**src/rtl/wfr_pkg.sv**
```systemverilog
// ----------------------------------------------------------------------------
// wfr_pkg
// Shared types and constants for the weight fade ramp.
// ----------------------------------------------------------------------------
package wfr_pkg;

    localparam int WFRAC  = 16;
    localparam int WW     = WFRAC + 1;
    localparam int TICK_W = 20;
    localparam int FADE_W = 24;

    localparam logic [WW-1:0]     WONE      = WW'(1) << WFRAC;
    localparam logic [FADE_W-1:0] CFG_RESET = FADE_W'(200000);

    typedef enum logic [2:0] {
        ST_IDLE,
        ST_ADV,
        ST_MUL,
        ST_DIV,
        ST_SUM,
        ST_UPD,
        ST_EMUL,
        ST_DONE
    } t_state;

endpackage

```
**src/rtl/weight_fade_ramp_top.sv**
```systemverilog
// ----------------------------------------------------------------------------
// weight_fade_ramp_top
// Linear crossfade gain ramp with pose weight scaling.
// ----------------------------------------------------------------------------
// A tick beat passes from accept through ADV, then MUL, DIV and SUM while a
// fade interpolates (skipped when the play timer ends at or past the fade
// end), then UPD, then EMUL when a present pose is scaled, and on to DONE; a
// tick with no pose wired goes straight to DONE. DONE waits while a previous
// result beat is still held by a stalled output. The interpolation is set by
// a restoring divider stepping one quotient bit per cycle over 17 bits; one
// multiplier is shared by the interpolation product and the pose scaling.
// Input stall is high from accept until the result is loaded into the output
// register. A tick with pose_connected low leaves the state untouched and
// returns an all-zero result.
module weight_fade_ramp_top #(
    parameter int TIME_BITS = 24
) (
    input  logic                        i_clk,
    input  logic                        i_rst_n,
    input  logic                        i_cfg_valid,
    output logic                        o_cfg_ready,
    input  logic [wfr_pkg::FADE_W-1:0]  i_cfg_default_fade_us,
    input  logic                        i_in_valid,
    output logic                        o_in_stall,
    input  logic [wfr_pkg::TICK_W-1:0]  i_tick_us,
    input  logic [wfr_pkg::WW-1:0]      i_target_weight,
    input  logic                        i_fade_override_valid,
    input  logic [wfr_pkg::FADE_W-1:0]  i_fade_override_us,
    input  logic                        i_pose_connected,
    input  logic                        i_pose_present,
    input  logic                        i_pose_command_valid,
    input  logic [wfr_pkg::WW-1:0]      i_pose_weight,
    input  logic                        i_pose_root_motion,
    output logic                        o_out_valid,
    input  logic                        i_out_stall,
    output logic                        o_active,
    output logic [wfr_pkg::WW-1:0]      o_current_weight,
    output logic                        o_faded_out,
    output logic                        o_faded_in,
    output logic                        o_emit_pose,
    output logic                        o_use_rest_pose,
    output logic [wfr_pkg::WW-1:0]      o_emitted_weight,
    output logic                        o_emitted_root_motion
);

    localparam int WW    = wfr_pkg::WW;
    localparam int TB    = TIME_BITS;
    localparam int SW    = ((TB > wfr_pkg::TICK_W) ? TB : wfr_pkg::TICK_W) + 1;
    localparam int FW    = (TB > wfr_pkg::FADE_W) ? TB : wfr_pkg::FADE_W;
    localparam int MB    = (TB > WW) ? TB : WW;
    localparam int PW    = WW + MB;
    localparam int CNT_W = $clog2(WW);

    localparam logic [SW-1:0]    TMAX_S = SW'({TB{1'b1}});
    localparam logic [FW-1:0]    TMAX_F = FW'({TB{1'b1}});
    localparam logic [CNT_W-1:0] CNT_LAST = CNT_W'(WW - 1);

    wfr_pkg::t_state r_state, n_state;

    logic [wfr_pkg::FADE_W-1:0] r_cfg_fade;

    logic [wfr_pkg::TICK_W-1:0] r_tick,    n_tick;
    logic [WW-1:0]              r_target,  n_target;
    logic [TB-1:0]              r_fade_sel, n_fade_sel;
    logic                       r_conn,    n_conn;
    logic                       r_present, n_present;
    logic                       r_cmd,     n_cmd;
    logic [WW-1:0]              r_pw,      n_pw;
    logic                       r_root,    n_root;

    logic [TB-1:0]              r_play,    n_play;
    logic [TB-1:0]              r_fade_end, n_fade_end;
    logic [WW-1:0]              r_start,   n_start;
    logic [WW-1:0]              r_end,     n_end;

    logic [PW-1:0]              r_prod,    n_prod;
    logic [TB:0]                r_rem,     n_rem;
    logic [WW-1:0]              r_dvd,     n_dvd;
    logic [WW-1:0]              r_quo,     n_quo;
    logic [CNT_W-1:0]           r_cnt,     n_cnt;

    logic [WW-1:0]              r_cur,     n_cur;
    logic                       r_fout,    n_fout;
    logic                       r_fin,     n_fin;
    logic                       r_emit,    n_emit;
    logic                       r_rest,    n_rest;
    logic                       r_scale,   n_scale;

    logic                       r_out_valid, n_out_valid;
    logic                       r_o_active,  n_o_active;
    logic [WW-1:0]              r_o_cur,     n_o_cur;
    logic                       r_o_fout,    n_o_fout;
    logic                       r_o_fin,     n_o_fin;
    logic                       r_o_emit,    n_o_emit;
    logic                       r_o_rest,    n_o_rest;
    logic [WW-1:0]              r_o_ew,      n_o_ew;
    logic                       r_o_er,      n_o_er;

    logic [WW-1:0] mul_a;
    logic [MB-1:0] mul_b;
    logic [PW-1:0] mul_p;

    assign mul_p = PW'(mul_a) * PW'(mul_b);

    assign o_cfg_ready = 1'b1;
    assign o_in_stall  = (r_state != wfr_pkg::ST_IDLE);

    assign o_out_valid           = r_out_valid;
    assign o_active              = r_o_active;
    assign o_current_weight      = r_o_cur;
    assign o_faded_out           = r_o_fout;
    assign o_faded_in            = r_o_fin;
    assign o_emit_pose           = r_o_emit;
    assign o_use_rest_pose       = r_o_rest;
    assign o_emitted_weight      = r_o_ew;
    assign o_emitted_root_motion = r_o_er;

    always_ff @(posedge i_clk) begin
        if (!i_rst_n) begin
            r_state     <= wfr_pkg::ST_IDLE;
            r_cfg_fade  <= wfr_pkg::CFG_RESET;
            r_play      <= '0;
            r_fade_end  <= '0;
            r_start     <= '0;
            r_end       <= '0;
            r_out_valid <= 1'b0;
        end else begin
            r_state     <= n_state;
            r_play      <= n_play;
            r_fade_end  <= n_fade_end;
            r_start     <= n_start;
            r_end       <= n_end;
            r_out_valid <= n_out_valid;
            if (i_cfg_valid && o_cfg_ready) begin
                r_cfg_fade <= i_cfg_default_fade_us;
            end
        end
    end

    always_ff @(posedge i_clk) begin
        r_tick     <= n_tick;
        r_target   <= n_target;
        r_fade_sel <= n_fade_sel;
        r_conn     <= n_conn;
        r_present  <= n_present;
        r_cmd      <= n_cmd;
        r_pw       <= n_pw;
        r_root     <= n_root;
        r_prod     <= n_prod;
        r_rem      <= n_rem;
        r_dvd      <= n_dvd;
        r_quo      <= n_quo;
        r_cnt      <= n_cnt;
        r_cur      <= n_cur;
        r_fout     <= n_fout;
        r_fin      <= n_fin;
        r_emit     <= n_emit;
        r_rest     <= n_rest;
        r_scale    <= n_scale;
        r_o_active <= n_o_active;
        r_o_cur    <= n_o_cur;
        r_o_fout   <= n_o_fout;
        r_o_fin    <= n_o_fin;
        r_o_emit   <= n_o_emit;
        r_o_rest   <= n_o_rest;
        r_o_ew     <= n_o_ew;
        r_o_er     <= n_o_er;
    end

    always_comb begin
        logic [FW-1:0] fade_raw;
        logic [SW-1:0] play_sum;
        logic [TB-1:0] play_sat;
        logic [WW-1:0] diff;
        logic [TB:0]   trial;
        logic          qbit;

        n_state     = r_state;
        n_tick      = r_tick;
        n_target    = r_target;
        n_fade_sel  = r_fade_sel;
        n_conn      = r_conn;
        n_present   = r_present;
        n_cmd       = r_cmd;
        n_pw        = r_pw;
        n_root      = r_root;
        n_play      = r_play;
        n_fade_end  = r_fade_end;
        n_start     = r_start;
        n_end       = r_end;
        n_prod      = r_prod;
        n_rem       = r_rem;
        n_dvd       = r_dvd;
        n_quo       = r_quo;
        n_cnt       = r_cnt;
        n_cur       = r_cur;
        n_fout      = r_fout;
        n_fin       = r_fin;
        n_emit      = r_emit;
        n_rest      = r_rest;
        n_scale     = r_scale;
        n_out_valid = r_out_valid;
        n_o_active  = r_o_active;
        n_o_cur     = r_o_cur;
        n_o_fout    = r_o_fout;
        n_o_fin     = r_o_fin;
        n_o_emit    = r_o_emit;
        n_o_rest    = r_o_rest;
        n_o_ew      = r_o_ew;
        n_o_er      = r_o_er;

        fade_raw = i_fade_override_valid ? FW'(i_fade_override_us) : FW'(r_cfg_fade);
        play_sum = SW'(r_play) + SW'(r_tick);
        play_sat = (play_sum > TMAX_S) ? {TB{1'b1}} : play_sum[TB-1:0];
        diff     = (r_end >= r_start) ? (r_end - r_start) : (r_start - r_end);
        trial    = {r_rem[TB-1:0], r_dvd[WW-1]};
        qbit     = (trial >= {1'b0, r_fade_end});

        mul_a = diff;
        mul_b = MB'(r_play);
        if (r_state == wfr_pkg::ST_EMUL) begin
            mul_a = r_pw;
            mul_b = MB'(r_cur);
        end

        if (r_out_valid && !i_out_stall) begin
            n_out_valid = 1'b0;
        end

        case (r_state)
            wfr_pkg::ST_IDLE: begin
                if (i_in_valid) begin
                    n_tick     = i_tick_us;
                    n_target   = (i_target_weight > wfr_pkg::WONE) ?
                                 wfr_pkg::WONE : i_target_weight;
                    n_fade_sel = (fade_raw > TMAX_F) ? {TB{1'b1}} : fade_raw[TB-1:0];
                    n_conn     = i_pose_connected;
                    n_present  = i_pose_present;
                    n_cmd      = i_pose_command_valid;
                    n_pw       = (i_pose_weight > wfr_pkg::WONE) ?
                                 wfr_pkg::WONE : i_pose_weight;
                    n_root     = i_pose_root_motion;
                    n_cur      = '0;
                    n_fout     = 1'b0;
                    n_fin      = 1'b0;
                    n_emit     = 1'b0;
                    n_rest     = 1'b0;
                    n_scale    = 1'b0;
                    n_state    = i_pose_connected ? wfr_pkg::ST_ADV : wfr_pkg::ST_DONE;
                end
            end
            wfr_pkg::ST_ADV: begin
                n_play = play_sat;
                if (play_sat >= r_fade_end) begin
                    n_cur   = r_end;
                    n_fout  = (r_play < r_fade_end) && (r_end == '0);
                    n_fin   = (r_play < r_fade_end) && (r_end >= wfr_pkg::WONE);
                    n_state = wfr_pkg::ST_UPD;
                end else begin
                    n_state = wfr_pkg::ST_MUL;
                end
            end
            wfr_pkg::ST_MUL: begin
                // product < diff * fade_end, so the upper part starts below the divisor
                n_rem   = {1'b0, mul_p[WW+TB-1:WW]};
                n_dvd   = mul_p[WW-1:0];
                n_quo   = '0;
                n_cnt   = '0;
                n_state = wfr_pkg::ST_DIV;
            end
            wfr_pkg::ST_DIV: begin
                n_rem = qbit ? (trial - {1'b0, r_fade_end}) : trial;
                n_dvd = {r_dvd[WW-2:0], 1'b0};
                n_quo = {r_quo[WW-2:0], qbit};
                n_cnt = r_cnt + CNT_W'(1);
                if (r_cnt == CNT_LAST) begin
                    n_state = wfr_pkg::ST_SUM;
                end
            end
            wfr_pkg::ST_SUM: begin
                n_cur   = (r_end >= r_start) ? (r_start + r_quo) : (r_start - r_quo);
                n_state = wfr_pkg::ST_UPD;
            end
            wfr_pkg::ST_UPD: begin
                if (r_end != r_target) begin
                    n_start    = r_cur;
                    n_end      = r_target;
                    n_play     = '0;
                    n_fade_end = r_fade_sel;
                end
                n_emit  = (r_cur != '0) && (!r_present || r_cmd);
                n_rest  = (r_cur != '0) && !r_present;
                n_scale = (r_cur != '0) && r_present && r_cmd;
                n_state = ((r_cur != '0) && r_present && r_cmd) ?
                          wfr_pkg::ST_EMUL : wfr_pkg::ST_DONE;
            end
            wfr_pkg::ST_EMUL: begin
                n_prod  = mul_p;
                n_state = wfr_pkg::ST_DONE;
            end
            wfr_pkg::ST_DONE: begin
                if (!r_out_valid || !i_out_stall) begin
                    n_out_valid = 1'b1;
                    n_o_active  = r_conn;
                    n_o_cur     = r_cur;
                    n_o_fout    = r_fout;
                    n_o_fin     = r_fin;
                    n_o_emit    = r_emit;
                    n_o_rest    = r_rest;
                    n_o_ew      = r_rest ? r_cur :
                                  (r_scale ? r_prod[wfr_pkg::WFRAC +: WW] : '0);
                    n_o_er      = r_scale ? r_root : 1'b0;
                    n_state     = wfr_pkg::ST_IDLE;
                end
            end
            default: begin
                n_state = wfr_pkg::ST_IDLE;
            end
        endcase
    end

endmodule

```
**config.mk**
```make
export PLATFORM = sky130hd
export DESIGN_NAME = weight_fade_ramp_top
export DESIGN_NICKNAME = d
export VERILOG_FILES = /design/src/rtl/wfr_pkg.sv /design/src/rtl/weight_fade_ramp_top.sv
export SDC_FILE = /design/constraint.sdc
export NUM_CORES = 2
export LEC_CHECK = 0
export BUFFER_PORTS_ARGS = -buffer_cell sky130_fd_sc_hd__buf_2
export CAP_MARGIN = 20
export CELL_PAD_IN_SITES_DETAIL_PLACEMENT = 2
export CELL_PAD_IN_SITES_GLOBAL_PLACEMENT = 2
export CORE_ASPECT_RATIO = 0.9
export CORE_MARGIN = 5
export CORE_UTILIZATION = 42
export CTS_BUF_LIST = sky130_fd_sc_hd__clkbuf_8
export DETAILED_ROUTE_END_ITERATION = 6
export PLACE_DENSITY = 0.93
export SLEW_MARGIN = 20
export SYNTH_ARGS = -nofsm -noshare
export SYNTH_HDL_FRONTEND = slang
export SYNTH_SLANG_ARGS = --single-unit
```
**constraint.sdc**
```tcl
create_clock -name i_clk -period 10.4 [get_ports i_clk]
set_input_delay 1.04 -clock i_clk [delete_from_list [all_inputs] [get_ports i_clk]]
set_output_delay 1.04 -clock i_clk [all_outputs]
set_load 0.02 [all_outputs]
```
==> impl_results.md, run 1 <==
- Synth Instances: 3,529
- Io pins: 155
- #FFs+latches synth: 334
- Status: stopped before the end
- Post-synthesis compound-gate area fraction: 14.4%
- H-tree levels: 2
- Hold_buf cts: 0
- CTS sink cnt: 334
- Async SR Flop Fraction: 0%
- Largest net degree at the start of global routing: 90
- Overflow after GRT: 131
- Grt repair worst endpoint: r_rem[23]$_DFFE_PP_/D
- Post-Syn Area: 33,400 um2
- Buffers on Ports: 153
- Row cnt: 98
- Die Height: 277 um
- Root buf cell: clkbuf_8
- Routability-driven placement congestion ratio: 0.947
- Post-synthesis adder-cell area fraction: 29.7%
- Post-synthesis mux area share: 2.81%
- Main combinational cell family by area after synthesis: adder cells
- EDFF count, synth: 224
- Xor-xnor portion of the synthesized cell area: 3.65%
- Error msg: [ERROR GRT-0232] Routing congestion too high. Check the congestion heatmap in the GUI.
- Net Count, Synth: 4,233
- Simple-Gate Fraction of Synth Area: 14.5%
- Longest Clk Path Bufs: 3
- Distinct cells, synth: 89
- Most common flop cell mapped by yosys: edfxtp_1
- Starting density of the core: 42.2%
- Clock buffer count from CTS: 61
- Total track usage: 61.3%
- Syn avg cell area: 9.46 um2
- Sequential fraction of the synthesis area: 26.7%
- Worst endpoint type: sequential cell input
- Die Wd: 307 um
- Stopped at: global routing (5_1_grt)
- Dpl cell area: 35,400 um2
- Dpl hpwl: 123,000 um
- Yosys warns: 0
==> logic make-up after synthesis <==
logic type,Yosys count
compound gates,696
flops,334
fa+ha+maj,592
simple gates,988
buf+inv,698
other cells,1
mux,88
xor+xnor,132
==> cells in the mapped netlist (29+ instances only) <==
master	count	area, um2
and2_1	50	313
ha_1	258	3230
mux2_2	29	327
nor3_1	43	215
a32oi_1	45	394
clkbuf_1	140	526
nand2_1	273	1020
edfxtp_1	224	6730
fa_1	334	6690
nor2b_1	133	832
mux2i_1	55	551
xnor2_1	75	657
a21oi_1	187	936
xor2_1	50	438
nand3_1	97	485
inv_1	507	1900
a21o_1	83	623
a22o_1	37	324
nand2b_1	33	206
dfxtp_1	110	2200
and3_1	43	269
nor2_1	207	777
o21ai_0	108	541
==> stage by stage <==
stage | instances | utilization (%) | setup WS (ns)
2_1_floorplan | 3529 | - | 1.47
3_3_place_gp | 4628 | 44.7 | 0.152
3_5_place_dp | 4628 | 44.7 | -0.886
4_1_cts | 4766 | 47.0 | 0.00498
==> layer usage <==
metal  GRT overflow  track usage, %
met1              1            60.5
met2             58            76.9
met3              5            46.6
met4             67            62.4
met5              0            20.9
==> what timing repair did <==
item | CTS
buffers inserted | 22
gates cloned | 0
pin swaps | 8
setup endpoints to repair | 37
resized for setup | 46
==> run 2: changes to the inputs <==
- CELL_PAD_IN_SITES_DETAIL_PLACEMENT: 2 -> default
- CELL_PAD_IN_SITES_GLOBAL_PLACEMENT: 2 -> default
- CORE_ASPECT_RATIO: 0.9 -> default
- CORE_UTILIZATION: 42 -> 40
- CTS_BUF_LIST: sky130_fd_sc_hd__clkbuf_8 -> default
- PLACE_DENSITY: 0.93 -> default
- PLACE_DENSITY_LB_ADDON: default -> 0.15
==> impl_results.md, run 2 <==
- Status: finished clean (was stopped before the end)
- # nets final: 4,327
- Dpl hpwl: 84,600 um (was 123,000 um)
- M1 WL: 45,200 um
- Met2 wire len: 50,500 um
- First-pass GRT wire length: 163,000 um
- Worst reg2reg path depth: 35
- Die Height: 299 um (was 277 um)
- Vias/cell: 5.52
- Commonest non-fill, non-tap cell in the layout: inv_1
- Final Cell Area: 36,900 um2
- Async SR Flop Fraction: 0% (unchanged)
- Max-cap check violation count: 0
- Root buf cell: clkbuf_16 (was clkbuf_8)
- Worst skew pair latency: 0.61 ns
- Critical R2R Capture: r_rem[23]
- 1st-iter DRT viols: 1,812
- Relative slew margins: 25.6%
- Worst Setup Path Type: flip-flop to flip-flop
- Core Box Area: 83,200 um2
- Setup-failing EPs final: 0
- Overflow after GRT: 0
- Routability-driven placement congestion ratio: 0.943 (was 0.947)
- Die Wd: 299 um (was 307 um)
- #FFs+latches synth: 334 (unchanged)
- Clk_skew: 0.0372 ns
- Max Slew Vio Count: 0
- Avg WL per Cell: 22.3 um
- CP required: 10.75 ns
- Worst slew pin tran: 1.11 ns
- Yosys warns: 0 (unchanged)
- Fin. Hold Viols: 0
- Worst path slowest cell: or4b_1
- Distinct cells, synth: 89 (unchanged)
- Synth Instances: 3,529 (unchanged)
- Longest Clk Path Bufs: 3 (unchanged)
- Clock buffer count from CTS: 42 (was 61)
- Minimum clock period: 9.83 ns
- Io pins: 155 (unchanged)
- Crit Reg-Reg Startpoint: r_start[4]
- Post-synth top cells: 507 x inv_1, 334 x fa_1, 273 x nand2_1, 258 x ha_1, 224 x edfxtp_1 (unchanged)
- EDFF count, synth: 224 (unchanged)
- Worst path arrival time: 10.18 ns
- Worst Setup End Kind: flip-flop
- CTS sink cnt: 334 (unchanged)
- Max layer used: met4
- Drc violations: 0
- H-tree levels: 2 (unchanged)
- Largest net degree at the start of global routing: 90
- WL final: 106,000 um
- Die area: 89,300 um2
- Max frequency: 102 MHz
- Crit path largest cell delay: 0.58 ns
- P&R area growth vs syn: 10.5%
- Min-delay src: r_emit
- Top-count cell post-synth: inv_1 (unchanged)
- Layout cell share with drive strength beyond 1: 11.0%
- Yosys top cell area share: 20.1% (unchanged)
- Routed wl met3: 5890 um
- Starting density of the core: 40.1% (was 42.2%)
- WHS Path Cells: 0
- HP Class: flip-flop to flip-flop
- Antenna-violating nets left: 0
- RSZ-0062 raised after global routing: false
- Tcrit/Tclk final: 94.5%
- Post-Syn Area: 33,400 um2 (unchanged)
- Total negative slack: 0 ns
- Most common flop cell mapped by yosys: edfxtp_1 (unchanged)
- Sequential fraction of the synthesis area: 26.7% (unchanged)
- Reg2Reg Setup Slack: 0.57 ns
- Top fanout value on the critical path: 7
- Dpl cell area: 35,400 um2 (about the same)
- Hold path endpoint: o_emit_pose
- Drt pass-1 iters: 6
- Startpoint types: flip-flop
- Buffers on Ports: 153 (unchanged)
- Row cnt: 106 (was 98)
- Clock transition at the registers of the reported paths: 0.06 ns
- Total track usage: 23.5%
- Number of global-route vias before repair: 26,900
- Via count: 26,200
- TritonCTS clock tree: built
- Area leader, netlist: edfxtp_1 (unchanged)
- Commonest cells after routing, fill and taps aside: 506 x inv_1, 334 x fa_1, 273 x nand2_1
- Initial antenna violation count: 3
- WHS: 0.424 ns
- Net Count, Synth: 4,233 (unchanged)
- Synth top area cells: edfxtp_1 20%, fa_1 20%, ha_1 9.7% (unchanged)
- Syn avg cell area: 9.46 um2 (unchanged)
run 2: cell counts after synthesis:
Identical to the previous run, type by type.
run 2: layer usage:
metal	up-vias	global-route usage, %
met1	13000	31.2
met4	0	8.25
met5	-	0
met2	816	40.0
li1	12100	-
met3	186	2.70
run 2: layout make-up:
| class | count | area [um2] |
|---|---|---|
| flip-flops and latches | 334 | 8930 |
| well taps | 1080 | 1350 |
| inverters | 507 | 1910 |
| repair buffers | 240 | 1440 |
| clock inverters | 22 | 249 |
| clock buffers | 56 | 1150 |
| multi-input cells | 2498 | 21800 |
| fillers | 8191 | 46300 |
| diodes | 3 | 7.51 |
run 2: timing repair:
action / in CTS / in global routing
buffers inserted: 0 / 2
resized for setup: 0 / 3
setup endpoints to repair: 0 / 4
endpoints found under the hold margin: 0 / 0
hold buffers: 0 / 0
run 2: worst max path at each step:
stage,start,endpoint,slack [ns],cells past startpoint
after CTS,r_start[4],r_rem[23],0.23,35
after global routing,r_start[4],r_rem[23],0.08,35
final,r_start[4],r_rem[23],0.57,35
after floorplan,r_start[4],r_rem[12],1.47,35
after global placement,r_start[4],r_rem[23],0.26,35
after detailed placement,r_start[4],r_rem[23],0.25,35
run 2: through the flow:
| stage | setup WS, ns | util [%] | std cells |
|---|---|---|---|
| 3_3_place_gp | 0.264 | 42.6 | 4655 |
| 6_report | 0.569 | 44.4 | 4740 |
| 4_1_cts | 0.231 | 44.3 | 4733 |
| 2_1_floorplan | 1.47 | - | 3529 |
| 5_1_grt | 0.0763 | 44.3 | 4737 |
| 3_5_place_dp | 0.251 | 42.6 | 4655 |
run 2: critical path: cells and delay by family, from the launching register on:
family          cells  cell delay, ns
compound gates      8            1.80
xor+xnor            2            0.57
fa+ha+maj           8            3.64
buf+inv             7            0.55
flops               1            0.37
mux                 1            0.22
simple gates        9            2.44
run 2: cells by family (layout without fill, tap and decap cells):
kind of cell,count (synthesis),count (layout),synth area share (%)
AND/OR/NAND/NOR,988,988,14.5
buffers and inverters,698,825,8.16
AO/OA/AOI/OAI,696,697,14.4
adder cells (fa/ha/maj),592,592,29.7
flip-flops,334,334,26.7
XOR/XNOR,132,132,3.65
multiplexers,88,88,2.81
other,1,4,0.0112
Power of run 2 is not shown: default switching activity piles up to over one toggle a cycle in this logic, so the estimate is an artifact.
